File: src/hdl/assert_macros.svh
// Assertion macros shared by the allocator RTL.
// Depends on nothing; included by the top level only.
`ifndef ASSERT_MACROS_SVH
`define ASSERT_MACROS_SVH

// Property a implies b in the same cycle, checked on clk outside reset.
`define ASSERT_IMPL(label, a, b) \
  label: assert property (@(posedge clk) disable iff (rst) (a) |-> (b)) \
    else $error("assertion failed");

// Property a implies b in the cycle after a.
`define ASSERT_NEXT(label, a, b) \
  label: assert property (@(posedge clk) disable iff (rst) (a) |=> (b)) \
    else $error("assertion failed");

`endif

File: src/hdl/fsca_pkg.sv
// Package for the free segment coalescing allocator: widths, codes, types.
// Depends on nothing.
package fsca_pkg;
  localparam int AddrW = 63;
  localparam int SizeW = 31;
  localparam int DefMaxSegments = 64;
  localparam logic [AddrW-1:0] AddrMax = {AddrW{1'b1}};
  localparam logic [AddrW-1:0] GrowStep = 63'd1000000000;
  localparam logic [AddrW-1:0] Slack = 63'd3;

  typedef enum logic [1:0] {
    KIND_APPEND  = 2'd0,
    KIND_RELEASE = 2'd1,
    KIND_FIND    = 2'd2,
    KIND_NONE    = 2'd3
  } kind_t;

  typedef enum logic [3:0] {
    ST_EXACT    = 4'd0,
    ST_LARGER   = 4'd1,
    ST_EXTENDED = 4'd2,
    ST_MPREV    = 4'd3,
    ST_MBOTH    = 4'd4,
    ST_MNEXT    = 4'd5,
    ST_INSERTED = 4'd6,
    ST_NOTPLACE = 4'd7,
    ST_FULL     = 4'd8,
    ST_EMPTY    = 4'd9
  } status_t;

  // Outcome of comparing one table entry against the current word.
  typedef struct packed {
    logic adj_prev;   // entry last + 1 == seg_start
    logic adj_next;   // entry first == seg_end + 1
    logic later;      // seg_start < entry first
    logic absorb;     // entry first <= seg_end + 1
    logic exact;      // entry length == size
    logic larger;     // entry length > size + 3
  } cmp_t;
endpackage

File: src/hdl/fsca_cmp.sv
// Shared compare unit: checks one table entry against the current word.
// Depends on fsca_pkg.
module fsca_cmp (
  input  logic [fsca_pkg::AddrW-1:0] ent_first,
  input  logic [fsca_pkg::AddrW-1:0] ent_last,
  input  logic [fsca_pkg::AddrW-1:0] seg_start,
  input  logic [fsca_pkg::AddrW-1:0] seg_end,
  input  logic [fsca_pkg::SizeW-1:0] request_size,
  output fsca_pkg::cmp_t             res
);
  import fsca_pkg::*;
  logic [AddrW:0] e1, b1, len, sz, szs;
  always_comb begin
    e1  = {1'b0, ent_last} + 64'd1;
    b1  = {1'b0, seg_end} + 64'd1;
    len = e1 - {1'b0, ent_first};
    sz  = {{(AddrW+1-SizeW){1'b0}}, request_size};
    szs = sz + {1'b0, Slack};
    res.adj_prev = (e1 == {1'b0, seg_start});
    res.adj_next = ({1'b0, ent_first} == b1);
    res.later    = (seg_start < ent_first);
    res.absorb   = ({1'b0, ent_first} <= b1);
    res.exact    = (e1 >= {1'b0, ent_first}) && (len == sz);
    res.larger   = (e1 >= {1'b0, ent_first}) && (len > szs);
  end
endmodule

File: config.mk
export PLATFORM = sky130hd
export DESIGN_NAME = fsca_cmp
export DESIGN_NICKNAME = d
export VERILOG_FILES = /design/src/hdl/assert_macros.svh /design/src/hdl/fsca_pkg.sv /design/src/hdl/fsca_cmp.sv
export SDC_FILE = /design/constraint.sdc
export NUM_CORES = 1
export LEC_CHECK = 0
export BUFFER_PORTS_ARGS = -buffer_cell sky130_fd_sc_hd__buf_4
export CAP_MARGIN = 0
export CORE_MARGIN = 2
export CORE_UTILIZATION = 52
export DETAILED_ROUTE_END_ITERATION = 10
export PLACE_DENSITY = 0.81
export SYNTH_ARGS = -nofsm -noshare
export SYNTH_HDL_FRONTEND = slang
export SYNTH_SLANG_ARGS = --single-unit
File: constraint.sdc
create_clock -name vclk -period 6.8
set_clock_uncertainty 0.1 [all_clocks]
set_input_delay 1.02 -clock vclk [all_inputs]
set_output_delay 1.02 -clock vclk [all_outputs]
set_load 0.01 [all_outputs]
==> impl_results.md <==
- Status: finished with violations
- Failing checks: setup timing
- Area contributors post-synth: ha_1 23%, xnor2_1 11%, xor2_1 9.6%
- Setup crit start kind: input port
- Hold_ws: 2400 ps
- Area of the core region: 22700 um2
- DRC errors left: 0
- Max-cap violations: 0
- Layout fillers: 1503
- Avg WL per Cell: 20.4 um
- Crit Path Class: input port to output port
- Post-synthesis average cell area: 7.00 um2
- Vias in the first global route: 15638
- Worst Hold Class: input port to output port
- Register area: 0 um2
- Vias per cell: roughly 6.2
- GRT Residual Overflow: 0
- DR iter-0 viols: 1824
- Cell taking the most area after synthesis: ha_1
- Worst slew pin tran: 745 ps
- I/O pin total: 289
- Leakage: about 0.0090 uW
- Setup ws final: -421 ps
- Peak supply drop: 0.0401 mV
- Initial core utilization: 53.2%
- Routed via count: 16554
- Ant. Diodes: 0
- Mapped Cells: 1727
- Final period utilization: 106%
- WL final: 54.8 mm
- Syn Nets: 2234
- Final Max Slew Viols: 0
- Final std cell area, no fill: 18600 um2
- CP Max Fanout: 4
- Overall power: 1580 uW
- Chip Height: ~160 um
- PD cells: approximately 85 nW/um2
- Most frequent cell after synthesis: ha_1
- Die Wd: 156 um
- Post-Synthesis Cell Area: 12100 um2
- Final GP Congestion: 1.04
- Setup violators final: 2
- Final min period: approximately 7200 ps
- Port bufs: 289
- Final hold vios: 0
- Synth cell count leaders: 223 x ha_1, 151 x xnor2_1, 146 x nand2_1, 132 x xor2_1, 131 x a21oi_1
- Arr. time, crit path: 6100 ps
- Top cell type's share of synthesized area: 23.1%
- Clock buf count: 0
- Layout cells sized above 1: 37.0%
- Register area share after synthesis: 0%
- Die ar.: about 24000 um2
- RSZ-0062 raised after global routing: true
- CP required: between 5000 and 6000 ps
- Initial antenna violation count: 0
- First-pass GRT wire length: 79.4 mm
- Syn-to-layout area delta: 54.0%
- Synth warn: 0
- # rows: 55
- Max_slew headroom: 49.8%
- Post-synth cell types: 77
- Detailed Place HPWL: about 46 mm
- DRT Pass-1 Iters: 9
- Maximum number of pins on one net before global-route repair: 11
- Multi-input gate area: 12500 um2
- Nets: 2908
- Post-DP Area: 17300 um2
- Total GRT Usage: between 40% and 50%
- Post-route ant nets: 0
- Seq Cell Count: 0
- Max Fclk: 138 MHz
- CP Capture Type: output port
-- power by group --
part	total (uW)	switching [uW]	internal, uW
Clock	0	0	0
Sequential	0	0	0
Combinational	1580	810	765
Total	1580	810	765
-- per-stage QoR --
| step | utilization, % | setup WS [ps] | std cells | setup TNS [ps] |
|---|---|---|---|---|
| final | 82.0 | -421 | 2684 | -774 |
| after global routing | 82.0 | -503 | 2684 | -967 |
| after CTS | 77.9 | -275 | 2643 | -506 |
| after detailed placement | 76.2 | -647 | 2628 | -1290 |
| after global placement | 76.2 | -574 | 2628 | -1100 |
| after floorplan | - | -35.1 | 1727 | -35.1 |
-- cell type report --
cell class,count,share of cell area (%)
Timing Repair Buffer,710,28.9
Inverter,97,1.97
Tap cell,285,1.92
Multi-Input combinational cell,1592,67.2
-- path summary, 6_finish.rpt --
| check | startpoint | endpoint | slack (ps) | cells after the start |
|---|---|---|---|---|
| worst max-delay path | ent_last[0] | res[1] | -420 | 19 |
| worst min-delay path | seg_start[50] | res[5] | 2400 | 5 |
-- per-layer routing --
metal	GRT usage (%)	routed length [um]	vias to the layer above	share of wire, %
li1	-	-	7712	-
met1	52.9	21900	7551	40
met2	66.9	24600	1073	45
met3	6.29	5360	218	9.8
met4	15.2	2910	0	5.3
met5	0	0	-	0
-- worst max-delay path, cell delays in order --
cell      delay [ps]
buf_8             80
nand4_1          140
or3_4            450
or4_4            470
buf_4            170
xnor2_1          280
ha_1             350
a21oi_1          320
o21ai_0          280
a21oi_2          250
o21ai_1           90
and2_4           170
or4b_1           530
a222oi_1         420
nand4_1          130
or4_4            460
nor4_4           160
and4_1           230
buf_6            100
-- cells in the final DEF, fill, tap and decap left out, types with 16 or more instances in the layout --
master      n
buf_4     700
and3_1     36
nand2b_1   22
o21ai_0    64
nor2b_1    27
xor2_1    126
inv_1      95
a31oi_1    19
o21ai_1    16
nand3_1    72
a21o_1     65
xnor2_1   131
nor4_1     17
a21oi_1    97
nand4_1    91
o21a_1     25
nor2_1    118
ha_1      207
xnor2_2    18
nor3_1     19
nand2_1   140
and4_1     21
a21oi_2    32
-- cell families after synthesis --
family	after synthesis	synth area share [%]
mux	8	0.683
simple gates	650	28.4
buf+inv	135	4.34
fa+ha+maj	224	23.2
compound gates	427	22.9
xor+xnor	283	20.5
-- timing repair --
| item | CTS | global route |
|---|---|---|
| pin swaps | 50 | 82 |
| setup buffers | 15 | 41 |
| gates resized for setup | 64 | 129 |
| hold buffers | 0 | 0 |
| endpoints found under the setup margin | 2 | 3 |
Note: power is estimated with default switching activity, not from simulation.
